$ cat config.mk
export PLATFORM = sky130hd
export DESIGN_NAME = min_pairwise_squared_distance_unit
export DESIGN_NICKNAME = d
export VERILOG_FILES = /design/src/rtl/mpsd_pkg.sv /design/src/rtl/mpsd_ram.sv /design/src/rtl/mpsd_lane.sv /design/src/rtl/mpsd_merge.sv /design/src/rtl/min_pairwise_squared_distance_unit.sv
export VERILOG_INCLUDE_DIRS = /design/src /design/src/rtl
export SDC_FILE = /design/constraint.sdc
export NUM_CORES = 2
export LEC_CHECK = 0
export BUFFER_PORTS_ARGS = -buffer_cell sky130_fd_sc_hd__buf_2
export CELL_PAD_IN_SITES_DETAIL_PLACEMENT = 0
export CELL_PAD_IN_SITES_GLOBAL_PLACEMENT = 1
export CORE_MARGIN = 8
export CORE_UTILIZATION = 45
export CTS_BUF_LIST = sky130_fd_sc_hd__clkbuf_4
export DETAILED_ROUTE_END_ITERATION = 8
export PLACE_DENSITY_LB_ADDON = 0.12
export SYNTH_ARGS = -nofsm -noshare
export SYNTH_HDL_FRONTEND = slang
export SYNTH_HIERARCHICAL = 1
export SYNTH_SLANG_ARGS = --single-unit
$ cat constraint.sdc
create_clock -name clk -period 7.9 [get_ports clk]
set_input_delay 0.395 -clock clk [delete_from_list [all_inputs] [get_ports clk]]
set_output_delay 0.395 -clock clk [all_outputs]
set_load 0.01 [all_outputs]
$ cat src/rtl/assert_macros.svh
// assertion helpers used by the top-level rtl file
`ifndef ASSERT_MACROS_SVH
`define ASSERT_MACROS_SVH

// checked on every rising edge, skipped while reset is asserted
`define MPSD_ASSERT(lbl, clk, rst_n, prop, msg) \
  lbl: assert property (@(posedge clk) disable iff (!rst_n) prop) else $error(msg);

// checked on every rising edge, reset included
`define MPSD_ASSERT_ALWAYS(lbl, clk, prop, msg) \
  lbl: assert property (@(posedge clk) prop) else $error(msg);

`endif

$ cat src/rtl/mpsd_pkg.sv
// ----------------------------------------------------------------------------
// mpsd_pkg
// shared constants and types of the min pairwise squared distance unit
// ----------------------------------------------------------------------------
`default_nettype none

package mpsd_pkg;

  localparam int MAX_POINTS = 32;
  localparam int COORD_BITS = 5;
  localparam int NUM_DIMS   = 4;
  // lane count is a power of two of at least two
  localparam int NUM_LANES  = 4;
  localparam int LANE_BITS  = $clog2(NUM_LANES);

  // the store is split into one bank per lane, point k sits in bank k mod lanes
  localparam int ROWS    = (MAX_POINTS + NUM_LANES - 1) / NUM_LANES;
  localparam int ROW_W   = (ROWS > 1) ? $clog2(ROWS) : 1;
  localparam int CNT_W   = $clog2(MAX_POINTS + 1);
  localparam int EXT_W   = ROW_W + LANE_BITS + 1;
  localparam int POINT_W = NUM_DIMS * COORD_BITS;

  localparam int SQ_W   = 2 * COORD_BITS;
  localparam int DIST_W = SQ_W + 2;
  localparam int MIN_W  = 14;
  localparam int CMP_W  = (DIST_W > MIN_W) ? DIST_W : MIN_W;

  localparam logic [MIN_W-1:0] NO_PAIR_SCORE = MIN_W'(10000);

  // ram read, lane register, merge register
  localparam int DRAIN_CYCLES = 3;
  localparam int DRAIN_W      = 2;

  typedef logic [NUM_DIMS-1:0][COORD_BITS-1:0] point_t;

  typedef struct packed {
    logic             valid;
    logic [CMP_W-1:0] dist_val;
  } dist_res_t;

  typedef enum logic [1:0] {
    ST_IDLE,
    ST_SCAN,
    ST_DRAIN,
    ST_FINISH
  } state_t;

endpackage

`default_nettype wire

$ cat src/rtl/mpsd_ram.sv
// ----------------------------------------------------------------------------
// mpsd_ram
// generic single write port ram with one registered read port
// ----------------------------------------------------------------------------
`default_nettype none

module mpsd_ram #(
  parameter int WIDTH = 8,
  parameter int DEPTH = 8
) (
  input  wire logic                                  clk,
  input  wire logic                                  we,
  input  wire logic [((DEPTH > 1) ? $clog2(DEPTH) : 1)-1:0] waddr,
  input  wire logic [WIDTH-1:0]                      wdata,
  input  wire logic [((DEPTH > 1) ? $clog2(DEPTH) : 1)-1:0] raddr,
  output logic      [WIDTH-1:0]                      rdata
);

  logic [WIDTH-1:0] mem [DEPTH];

  always_ff @(posedge clk) begin
    if (we) begin
      mem[waddr] <= wdata;
    end
    rdata <= mem[raddr];
  end

endmodule

`default_nettype wire

$ cat src/rtl/mpsd_lane.sv
// ----------------------------------------------------------------------------
// mpsd_lane
// squared distance between the new point and one stored point
// ----------------------------------------------------------------------------
`default_nettype none

module mpsd_lane (
  input  wire logic               clk,
  input  wire logic               rst_n,
  input  wire mpsd_pkg::point_t   rd_point,
  input  wire logic               rd_valid,
  input  wire mpsd_pkg::point_t   new_point,
  output mpsd_pkg::dist_res_t     res
);

  logic                        valid_r;
  logic [mpsd_pkg::CMP_W-1:0]  dist_r;
  logic [mpsd_pkg::DIST_W-1:0] sum;

  always_comb begin
    logic [mpsd_pkg::COORD_BITS-1:0] diff;
    logic [mpsd_pkg::SQ_W-1:0]       sq;
    sum = '0;
    for (int d = 0; d < mpsd_pkg::NUM_DIMS; d++) begin
      diff = (rd_point[d] >= new_point[d]) ? (rd_point[d] - new_point[d])
                                            : (new_point[d] - rd_point[d]);
      sq   = mpsd_pkg::SQ_W'(diff) * mpsd_pkg::SQ_W'(diff);
      sum  = sum + mpsd_pkg::DIST_W'(sq);
    end
  end

  always_ff @(posedge clk) begin
    if (!rst_n) begin
      valid_r <= 1'b0;
    end else begin
      valid_r <= rd_valid;
    end
  end

  always_ff @(posedge clk) begin
    dist_r <= mpsd_pkg::CMP_W'(sum);
  end

  assign res.valid    = valid_r;
  assign res.dist_val = dist_r;

endmodule

`default_nettype wire

$ cat src/rtl/mpsd_merge.sv
// ----------------------------------------------------------------------------
// mpsd_merge
// smallest distance over the lanes of one row
// ----------------------------------------------------------------------------
`default_nettype none

module mpsd_merge (
  input  wire logic                clk,
  input  wire logic                rst_n,
  input  wire mpsd_pkg::dist_res_t lane_res [mpsd_pkg::NUM_LANES],
  output mpsd_pkg::dist_res_t      res
);

  logic                       valid_r;
  logic [mpsd_pkg::CMP_W-1:0] dist_r;
  logic                       any_valid;
  logic [mpsd_pkg::CMP_W-1:0] best;

  always_comb begin
    logic [mpsd_pkg::CMP_W-1:0] cand;
    any_valid = 1'b0;
    best      = mpsd_pkg::CMP_W'(mpsd_pkg::NO_PAIR_SCORE);
    for (int l = 0; l < mpsd_pkg::NUM_LANES; l++) begin
      cand      = lane_res[l].valid ? lane_res[l].dist_val
                                    : mpsd_pkg::CMP_W'(mpsd_pkg::NO_PAIR_SCORE);
      any_valid = any_valid | lane_res[l].valid;
      if (cand < best) begin
        best = cand;
      end
    end
  end

  always_ff @(posedge clk) begin
    if (!rst_n) begin
      valid_r <= 1'b0;
    end else begin
      valid_r <= any_valid;
    end
  end

  always_ff @(posedge clk) begin
    dist_r <= best;
  end

  assign res.valid    = valid_r;
  assign res.dist_val = dist_r;

endmodule

`default_nettype wire

$ cat src/rtl/min_pairwise_squared_distance_unit.sv
// ----------------------------------------------------------------------------
// min_pairwise_squared_distance_unit
// busy stays high for a point while the stored points are scanned one row per
//   cycle from each of the four lane banks, while the ram read, lane register and
//   merge register drain, and for the finish step; a point of an empty or full
//   store goes straight to the finish step
// a new point is taken only while busy is low; the result strobe comes in the
//   cycle after the finish step of the last point, and the receiver cannot stall it
// reset (synchronous, active low) empties the set, resets the minimum to the no-pair
//   score and clears the overflow flag; the point banks keep their contents and are not swept
// ----------------------------------------------------------------------------
`default_nettype none

`include "assert_macros.svh"

module min_pairwise_squared_distance_unit (
  input  wire logic                            clk,
  input  wire logic                            rst_n,
  // input channel
  input  wire logic                            start,
  output logic                                 busy,
  input  wire logic [mpsd_pkg::COORD_BITS-1:0] in_coord_0,
  input  wire logic [mpsd_pkg::COORD_BITS-1:0] in_coord_1,
  input  wire logic [mpsd_pkg::COORD_BITS-1:0] in_coord_2,
  input  wire logic [mpsd_pkg::COORD_BITS-1:0] in_coord_3,
  input  wire logic                            in_last_point,
  // result channel
  output logic                                 out_valid,
  output logic [mpsd_pkg::MIN_W-1:0]           out_min_sq_distance,
  output logic                                 out_overflow
);

  localparam int L = mpsd_pkg::NUM_LANES;

  // control state
  mpsd_pkg::state_t                state_r, state_nxt;
  logic [mpsd_pkg::CNT_W-1:0]      count_r, count_nxt;
  logic [mpsd_pkg::ROW_W-1:0]      row_r, row_nxt;
  logic [mpsd_pkg::DRAIN_W-1:0]    drain_r, drain_nxt;
  logic [mpsd_pkg::MIN_W-1:0]      min_r, min_nxt;
  logic                            ovf_r, ovf_nxt;
  logic [L-1:0]                    vld_d1_r, vld_d1_nxt;
  logic                            out_valid_r, out_valid_nxt;

  // payload held for the transaction in flight
  mpsd_pkg::point_t                point_r, point_nxt;
  logic                            last_r, last_nxt;
  logic [mpsd_pkg::MIN_W-1:0]      out_min_r, out_min_nxt;
  logic                            out_ovf_r, out_ovf_nxt;

  // lane side
  logic [L-1:0]                    lane_issue;
  logic [L-1:0]                    bank_we;
  logic [mpsd_pkg::ROW_W-1:0]      wr_row;
  logic [mpsd_pkg::CNT_W-1:0]      wr_shift;
  logic [mpsd_pkg::ROW_W:0]        row_inc;
  logic [mpsd_pkg::EXT_W-1:0]      next_base;
  logic [mpsd_pkg::EXT_W-1:0]      count_ext;
  logic                            store_ok;
  logic                            ovf_now;
  mpsd_pkg::point_t                rd_point [L];
  mpsd_pkg::dist_res_t             lane_res [L];
  mpsd_pkg::dist_res_t             mrg_res;

  // bank and row of the next free slot
  assign wr_shift  = count_r >> mpsd_pkg::LANE_BITS;
  assign wr_row    = wr_shift[mpsd_pkg::ROW_W-1:0];
  assign count_ext = mpsd_pkg::EXT_W'(count_r);
  // first point index of the row after the one being read
  assign row_inc   = {1'b0, row_r} + 1'b1;
  assign next_base = {row_inc, {mpsd_pkg::LANE_BITS{1'b0}}};
  assign store_ok  = count_r < mpsd_pkg::CNT_W'(mpsd_pkg::MAX_POINTS);
  assign ovf_now   = ovf_r | ~store_ok;

  for (genvar l = 0; l < L; l++) begin : g_lane
    logic [mpsd_pkg::EXT_W-1:0] lane_idx;

    // only slots below the fill count hold points of this set
    assign lane_idx      = {1'b0, row_r, mpsd_pkg::LANE_BITS'(l)};
    assign lane_issue[l] = (state_r == mpsd_pkg::ST_SCAN) && (lane_idx < count_ext);
    assign bank_we[l]    = (state_r == mpsd_pkg::ST_FINISH) && store_ok &&
                           (count_r[mpsd_pkg::LANE_BITS-1:0] == mpsd_pkg::LANE_BITS'(l));

    mpsd_ram #(
      .WIDTH (mpsd_pkg::POINT_W),
      .DEPTH (mpsd_pkg::ROWS)
    ) u_bank (
      .clk   (clk),
      .we    (bank_we[l]),
      .waddr (wr_row),
      .wdata (point_r),
      .raddr (row_r),
      .rdata (rd_point[l])
    );

    mpsd_lane u_lane (
      .clk       (clk),
      .rst_n     (rst_n),
      .rd_point  (rd_point[l]),
      .rd_valid  (vld_d1_r[l]),
      .new_point (point_r),
      .res       (lane_res[l])
    );
  end

  mpsd_merge u_merge (
    .clk      (clk),
    .rst_n    (rst_n),
    .lane_res (lane_res),
    .res      (mrg_res)
  );

  // next state and control
  always_comb begin
    state_nxt     = state_r;
    count_nxt     = count_r;
    row_nxt       = row_r;
    drain_nxt     = drain_r;
    min_nxt       = min_r;
    ovf_nxt       = ovf_r;
    vld_d1_nxt    = lane_issue;
    out_valid_nxt = 1'b0;
    point_nxt     = point_r;
    last_nxt      = last_r;
    out_min_nxt   = out_min_r;
    out_ovf_nxt   = out_ovf_r;

    // fold in the best distance of a row as it leaves the merge stage
    if (mrg_res.valid && (mrg_res.dist_val < mpsd_pkg::CMP_W'(min_r))) begin
      min_nxt = mrg_res.dist_val[mpsd_pkg::MIN_W-1:0];
    end

    unique case (state_r)
      mpsd_pkg::ST_IDLE: begin
        if (start) begin
          point_nxt = {in_coord_3, in_coord_2, in_coord_1, in_coord_0};
          last_nxt  = in_last_point;
          row_nxt   = '0;
          // nothing to compare against, or a point that will be dropped
          if ((count_r == '0) || !store_ok) begin
            state_nxt = mpsd_pkg::ST_FINISH;
          end else begin
            state_nxt = mpsd_pkg::ST_SCAN;
          end
        end
      end
      mpsd_pkg::ST_SCAN: begin
        row_nxt = row_r + 1'b1;
        if (next_base >= count_ext) begin
          drain_nxt = '0;
          state_nxt = mpsd_pkg::ST_DRAIN;
        end
      end
      mpsd_pkg::ST_DRAIN: begin
        drain_nxt = drain_r + 1'b1;
        if (drain_r == mpsd_pkg::DRAIN_W'(mpsd_pkg::DRAIN_CYCLES - 1)) begin
          state_nxt = mpsd_pkg::ST_FINISH;
        end
      end
      mpsd_pkg::ST_FINISH: begin
        state_nxt = mpsd_pkg::ST_IDLE;
        if (store_ok) begin
          count_nxt = count_r + 1'b1;
        end
        ovf_nxt = ovf_now;
        if (last_r) begin
          // report the set and start a fresh one
          out_valid_nxt = 1'b1;
          out_min_nxt   = min_r;
          out_ovf_nxt   = ovf_now;
          count_nxt     = '0;
          min_nxt       = mpsd_pkg::NO_PAIR_SCORE;
          ovf_nxt       = 1'b0;
        end
      end
      default: begin
        state_nxt = mpsd_pkg::ST_IDLE;
      end
    endcase
  end

  always_ff @(posedge clk) begin
    if (!rst_n) begin
      state_r <= mpsd_pkg::ST_IDLE;
    end else begin
      state_r <= state_nxt;
    end
  end

  always_ff @(posedge clk) begin
    if (!rst_n) begin
      count_r     <= '0;
      row_r       <= '0;
      drain_r     <= '0;
      min_r       <= mpsd_pkg::NO_PAIR_SCORE;
      ovf_r       <= 1'b0;
      vld_d1_r    <= '0;
      out_valid_r <= 1'b0;
    end else begin
      count_r     <= count_nxt;
      row_r       <= row_nxt;
      drain_r     <= drain_nxt;
      min_r       <= min_nxt;
      ovf_r       <= ovf_nxt;
      vld_d1_r    <= vld_d1_nxt;
      out_valid_r <= out_valid_nxt;
    end
  end

  always_ff @(posedge clk) begin
    point_r   <= point_nxt;
    last_r    <= last_nxt;
    out_min_r <= out_min_nxt;
    out_ovf_r <= out_ovf_nxt;
  end

  assign busy                = (state_r != mpsd_pkg::ST_IDLE);
  assign out_valid           = out_valid_r;
  assign out_min_sq_distance = out_min_r;
  assign out_overflow        = out_ovf_r;

  // the minimum never climbs above the no-pair score
  `MPSD_ASSERT(a_min_bound, clk, rst_n, out_valid |-> (out_min_sq_distance <= mpsd_pkg::NO_PAIR_SCORE), "result above no-pair score")
  // an accepted transaction keeps the unit busy on the next cycle
  `MPSD_ASSERT(a_accept_busy, clk, rst_n, (start && !busy) |=> busy, "accepted point did not raise busy")
  // row results only arrive while a scan or its drain is running
  `MPSD_ASSERT(a_merge_window, clk, rst_n, mrg_res.valid |-> ((state_r == mpsd_pkg::ST_SCAN) || (state_r == mpsd_pkg::ST_DRAIN)), "row result outside scan")
  // a result strobe lasts one cycle and follows the finish step
  `MPSD_ASSERT(a_strobe_single, clk, rst_n, out_valid |-> (!$past(out_valid) && ($past(state_r) == mpsd_pkg::ST_FINISH)), "stray result strobe")
  // fill count stays within the store once reset has been applied
  `MPSD_ASSERT_ALWAYS(a_count_bound, clk, rst_n |-> (count_r <= mpsd_pkg::CNT_W'(mpsd_pkg::MAX_POINTS)), "fill count past store depth")

endmodule

`default_nettype wire
Yosys cells after proc, flatten, opt, wreduce, memory -nomap -nowiden
Memory sizes are Yosys's and may differ from the RTL's. A register that Yosys moved wholly into a read port is not among the register bits.
Cells that the tools add are included.
- add/sub/neg operators: 48
- $mul: 16
- magnitude comparators: 27
- eq/ne operators: 10
- muxes and demuxes: 48
- bitwise operators: 5
- reductions and logical operators: 26
- operator list (kind ; number):
    5-bit by 5-bit multiplier with 10-bit output ; 16
    5-bit subtractor ; 32
    14-bit 2-to-1 mux ; 11
    12-bit by 10-bit adder with 12-bit output ; 8
    5-bit >= comparator ; 16
    5-bit 2-to-1 mux ; 16
    14-bit < comparator ; 4
    10-bit by 10-bit adder with 11-bit output ; 4
    5-bit by 6-bit < comparator with 1-bit output ; 4
    14-bit < comparator (second input constant) ; 1
    6-bit 2-to-1 mux ; 2
    2-bit AND reduction ; 6
    2-bit equality test (second input constant) ; 5
    1-bit logical AND ; 10
    1-bit 2-to-1 mux ; 10
    2-bit 2-to-1 mux ; 5
    2-bit case mux with 4 select lines ; 1
    2-bit nonzero test ; 4
    6-bit by 1-bit adder with 6-bit output (second input constant) ; 1
    6-bit >= comparator ; 1
    6-bit logical NOT ; 1
    6-bit < comparator (second input constant) ; 1
    3-bit case mux with 2 select lines ; 1
    3-bit by 1-bit adder with 4-bit output (second input constant) ; 1
    13 further kinds ; 19
- register bits: 136
- bits in writable memories: 640
- input port bits: 24
- output and inout port bits: 17
- word-level logic and storage cells: 209
- memories kept: 4
- memories (memory ; words ; bits a word ; rd ports ; clocked after Yosys merged registers in ; wr ports ; RTL line ; RTL):
    g_lane[0].u_bank.mem ; 8 ; 20 ; 1 ; 1 ; 1 ; mpsd_ram.sv:19 ; logic [WIDTH-1:0] mem [DEPTH];
    g_lane[1].u_bank.mem ; 8 ; 20 ; 1 ; 1 ; 1 ; mpsd_ram.sv:19 ;
    g_lane[2].u_bank.mem ; 8 ; 20 ; 1 ; 1 ; 1 ; mpsd_ram.sv:19 ;
    g_lane[3].u_bank.mem ; 8 ; 20 ; 1 ; 1 ; 1 ; mpsd_ram.sv:19 ;

Longest topological paths before layout
- depth in word-level cells: 9
- gate-level depth with buffers: 35
- depth with buffers taken out: 30

Hierarchy
The synthesis kept the hierarchy.
- by module, submodules not included (module ; times used ; cells each ; area each (um2) ; seq. area each (um2)):
    mpsd_ram ; 4 ; 264 ; 6612.6 ; 5205.0
    mpsd_lane at g_lane[2].u_lane ; 1 ; 592 ; 4998.5 ; 260.2
    mpsd_lane at g_lane[0].u_lane ; 1 ; 588 ; 4972.3 ; 260.2
    mpsd_lane at g_lane[1].u_lane ; 1 ; 586 ; 4944.7 ; 260.2
    mpsd_lane at g_lane[3].u_lane ; 1 ; 577 ; 4924.7 ; 260.2
    min_pairwise_squared_distance_unit ; 1 ; 277 ; 3153.0 ; 1741.7
    mpsd_merge ; 1 ; 306 ; 2374.8 ; 300.3

Worst setup path after synthesis
OpenSTA, ideal clock, no wires.
- kind: flip-flop to flip-flop
- from: register point_r[1] (netlist bit)
- to: register g_lane[3].u_lane/dist_r[9] (netlist bit)
- setup time: 0.120 ns
- arrival time: 7.704 ns
- required time: 7.780 ns
- setup slack: 0.076 ns
- cell stages (with the launch flop): 26
- path buffers: 1
- cell sequence: edfxtp_1 ha_1 nor2b_1 o21a_1 or2_2 buf_2 a21oi_1 mux2i_1 nor2_1 fa_1 inv_1 fa_1 fa_1 fa_1 inv_1 fa_1 fa_1 inv_1 fa_1 inv_1 ha_1 a21o_1 a311oi_1 o21bai_1 a21o_1 xor2_1
- cells in the longest elaborated chain, start to end: 6
- ends and longest elaborated chain (item ; RTL line ; RTL):
    start: declaration ; min_pairwise_squared_distance_unit.sv:46 ; mpsd_pkg::point_t point_r, point_nxt;
    start signal: assignment ; min_pairwise_squared_distance_unit.sv:211 ; point_r <= point_nxt;
    5-bit subtractor (tied with other cells) ; mpsd_lane.sv:26 ; : (new_point[d] - rd_point[d]);
    5-bit 2-to-1 mux * ; mpsd_lane.sv:25 ; diff = (rd_point[d] >= new_point[d]) ? (rd_point[d] - new_point[d])
    5-bit by 5-bit multiplier with 10-bit output * ; mpsd_lane.sv:27 ; sq = mpsd_pkg::SQ_W'(diff) * mpsd_pkg::SQ_W'(diff);
    10-bit by 10-bit adder with 11-bit output * ; mpsd_lane.sv:28 ; sum = sum + mpsd_pkg::DIST_W'(sq);
    12-bit by 10-bit adder with 12-bit output * (2 in a row) ; mpsd_lane.sv:28 ;
    net g_lane[3].u_lane.sum, one bit ; mpsd_lane.sv:18 ; logic [mpsd_pkg::DIST_W-1:0] sum;
    end signal: assignment ; mpsd_lane.sv:41 ; dist_r <= mpsd_pkg::CMP_W'(sum);
    end: declaration ; mpsd_lane.sv:17 ; logic [mpsd_pkg::CMP_W-1:0] dist_r;
The timed path passes the listed nets; every way through them passes the cells marked *.
A chain may end at the register's enable or synchronous reset.

Worst setup path in the final report
- from: register point_r[5] (netlist bit)
- to: register g_lane[0].u_lane/dist_r[9] (netlist bit)
- cells in the longest elaborated chain, start to end: 6
- ends and longest elaborated chain (item ; RTL line):
    5-bit subtractor (tied with other cells) ; mpsd_lane.sv:26
    5-bit 2-to-1 mux * ; mpsd_lane.sv:25
    5-bit by 5-bit multiplier with 10-bit output * ; mpsd_lane.sv:27
    10-bit by 10-bit adder with 11-bit output * ; mpsd_lane.sv:28
    12-bit by 10-bit adder with 12-bit output * (2 in a row) ; mpsd_lane.sv:28
    net g_lane[0].u_lane.sum, one bit ; mpsd_lane.sv:18
    end signal: assignment ; mpsd_lane.sv:41
    end: declaration ; mpsd_lane.sv:17
Marked as above.

==> flow_summary.json <==
{
  "finClkSkew_ps": 106,
  "final_nets": 5040,
  "dieArea_um2": 126000,
  "drt_iter0_markers": 1716,
  "slew-limit-headroom": 0.302,
  "crit_arrival_ps": 8540,
  "clockRootBuffer": "clkbuf_4",
  "clk_latency_ps": 1150,
  "cts_made_buffers": 225,
  "async_flop_share": 0,
  "route.detailed.drc": 0,
  "clkTransAtPathRegs_ps": 60,
  "grt_pass1_wl_um": 188000,
  "period_needed_ps": 7530,
  "crit_slowest_cell": "fa_1",
  "syn_avg_cell_area_um2": 13.0,
  "clock_sinks": 856,
  "synth_top_area_share": 0.392,
  "max_cap_viol_count": 0,
  "portBuffers": 40,
  "finalSetupTns_ps": 0,
  "max_stage_delay_ps": 550,
  "synth_area_leaders": "edfxtp_1 (39%), fa_1 (11%), ha_1 (9.9%), mux4_1 (8.1%), dfxtp_1 (7.0%)",
  "tightest_slew_ps": 1050,
  "ys_seq_elements": 856,
  "synth_seq_area_share": 0.461,
  "dieHeight_um": 355,
  "maxSlewViolCount": 0,
  "gp_congestion": 0.814,
  "routed_wirelength_um": 122000,
  "hold_viol": 0,
  "ys.warnings.count": 6,
  "fillers": 10100,
  "clk_path_buf_depth": 3,
  "syn_to_final_growth_pct": 12.7,
  "grt_max_degree": 68,
  "outcome": "completed",
  "viasPerCell": 5.18,
  "h-tree-depth": 4,
  "post-route-util": 0.511,
  "crit_family": "adder cells",
  "cp-start-kind": "flip-flop",
  "grtUsageTotal": 0.193,
  "die_w_um": 355,
  "drt-pass1-iter-count": 6,
  "syn_area_um2": 51800,
  "period_share": 0.954,
  "netlist_instances": 3982,
  "ant_nets": 0,
  "setup_viol": 0,
  "core_um2": 114000,
  "drive_gt1_frac": 0.182,
  "io_pins": 41,
  "hp-class": "in2reg",
  "gr-total-overflow": 0,
  "post-dp-hpwl_um": 85500,
  "fmax_mhz": 133,
  "routedWlPerCell_um": 20.2,
  "setup_ws_ps": 365,
  "cp_num_buf_inv": 9,
  "rows": 124,
  "num_vias": 31300,
  "yosysTopAreaCell": "edfxtp_1",
  "grt_pass1_vias": 32500,
  "synth_edf_count": 676,
  "crit_type": "reg2reg",
  "start_util": 0.453,
  "synth.distinct_cells": 114,
  "cp.required_ps": 8910,
  "antenna_found_initial": 15,
  "synthFlopType": "edfxtp_1",
  "cts_tree": "done",
  "timing.hold.ws_ps": 368,
  "end_kind": "flip-flop",
  "cp_max_fo": 16,
  "dp_worst_setup_slack_ps": 68.6
}
-- tightest hold or removal path, stage by stage --
cell and delay (ps):
dlygate4sd3_1 550, buf_2 280, nor2b_1 200
-- timing repair --
| item | 4_1_cts | 5_1_grt |
|---|---|---|
| hold buffers | 45 | 0 |
| setup endpoints to repair | 0 | 14 |
| endpoints found under the hold margin | 40 | 0 |
| resized for setup | 0 | 32 |
| buffers inserted | 0 | 6 |
-- through the flow --
stage                     area [µm²]  instances
final                          58400       6056
after global routing           58400       6052
after CTS                      58200       6040
after detailed placement       54600       5568
after global placement         54600       5568
after floorplan                51800       3986
-- layout make-up --
type / instances / area [µm²] / area share
antenna: 10 / 25.0 / 0.000429
clock buffer: 343 / 2570 / 0.0441
clock inverter: 84 / 504 / 0.00864
inverter: 654 / 2450 / 0.0420
multi-input combinational: 2371 / 25100 / 0.430
sequential: 856 / 23900 / 0.410
tap: 1512 / 1890 / 0.0324
timing repair buffer: 226 / 1910 / 0.0327
-- final timing paths --
kind               from                          to  slack, ps  cells past startpoint
max          point_r[5]  g_lane[0].u_lane/dist_r[9]        370                     29
min               rst_n                    row_r[2]        370                      3
max reg2reg  point_r[5]  g_lane[0].u_lane/dist_r[9]        370                     29
min reg2reg    min_r[5]      out_min_sq_distance[5]        460                      0
-- layout by cell type, fill, tap and decap left out, types with 84 or more instances in the layout --
master | netlist | final
a21oi_1 | 153 | 143
buf_4 | 14 | 125
clkbuf_4 | 0 | 343
dfxtp_1 | 180 | 177
edfxtp_1 | 676 | 676
fa_1 | 272 | 268
ha_1 | 410 | 406
inv_1 | 647 | 647
mux2_2 | 108 | 108
mux4_1 | 160 | 160
nand2_1 | 154 | 154
nand2b_1 | 84 | 84
nor2_1 | 225 | 201
-- flip-flops by register name (all words and copies together), names as in the netlist, 2 cells and up --
name                   flops
g_lane.u_bank/mem        640
g_lane.u_bank/rdata       80
g_lane.u_lane/dist_r      48
point_r                   20
min_r                     14
out_min_sq_distance       14
u_merge/dist_r            14
count_ext                  6
g_lane.u_lane/valid_r      4
vld_d1_r                   4
row_r                      3
drain_r                    2
state_r                    2
-- Yosys cell counts (7+ instances only) --
master,n
dfxtp_1,180
mux2_2,108
buf_2,10
o21bai_1,17
o211ai_1,12
mux2i_1,45
and4_1,8
mux4_1,160
clkbuf_1,41
or2_1,24
nor2b_1,49
buf_6,25
a211o_1,11
or3_1,10
fa_1,272
ha_1,410
nand3_1,39
nand4_1,22
buf_4,14
xor2_1,23
o21a_1,25
nor2_1,225
inv_1,647
a22oi_1,11
o21ai_1,17
o21ai_0,50
a221oi_1,7
inv_2,7
and3_1,12
nor3_1,20
xnor2_1,41
a21oi_1,153
a211oi_1,27
buf_1,9
a31oi_1,17
nand2_1,154
and2_1,45
a21o_1,82
nand2b_1,84
or2_2,21
edfxtp_1,676
-- metal layers --
layer	track usage	vias to the layer above	share of wire
li1	-	15000	-
met1	0.266	15500	0.47
met2	0.312	712	0.46
met3	0.0389	125	0.055
met4	0.0517	0	0.016
met5	0	-	0
-- logic make-up after synthesis --
family / synth area share
AO/OA/AOI/OAI: 0.0733
XOR/XNOR: 0.0108
adder cells (fa/ha/maj): 0.204
buffers and inverters: 0.0606
flip-flops: 0.461
multiplexers: 0.114
other: 0.000290
AND/OR/NAND/NOR: 0.0752
Power is not shown: default switching activity piles up to over one toggle a cycle in this logic, so the estimate is an artifact.
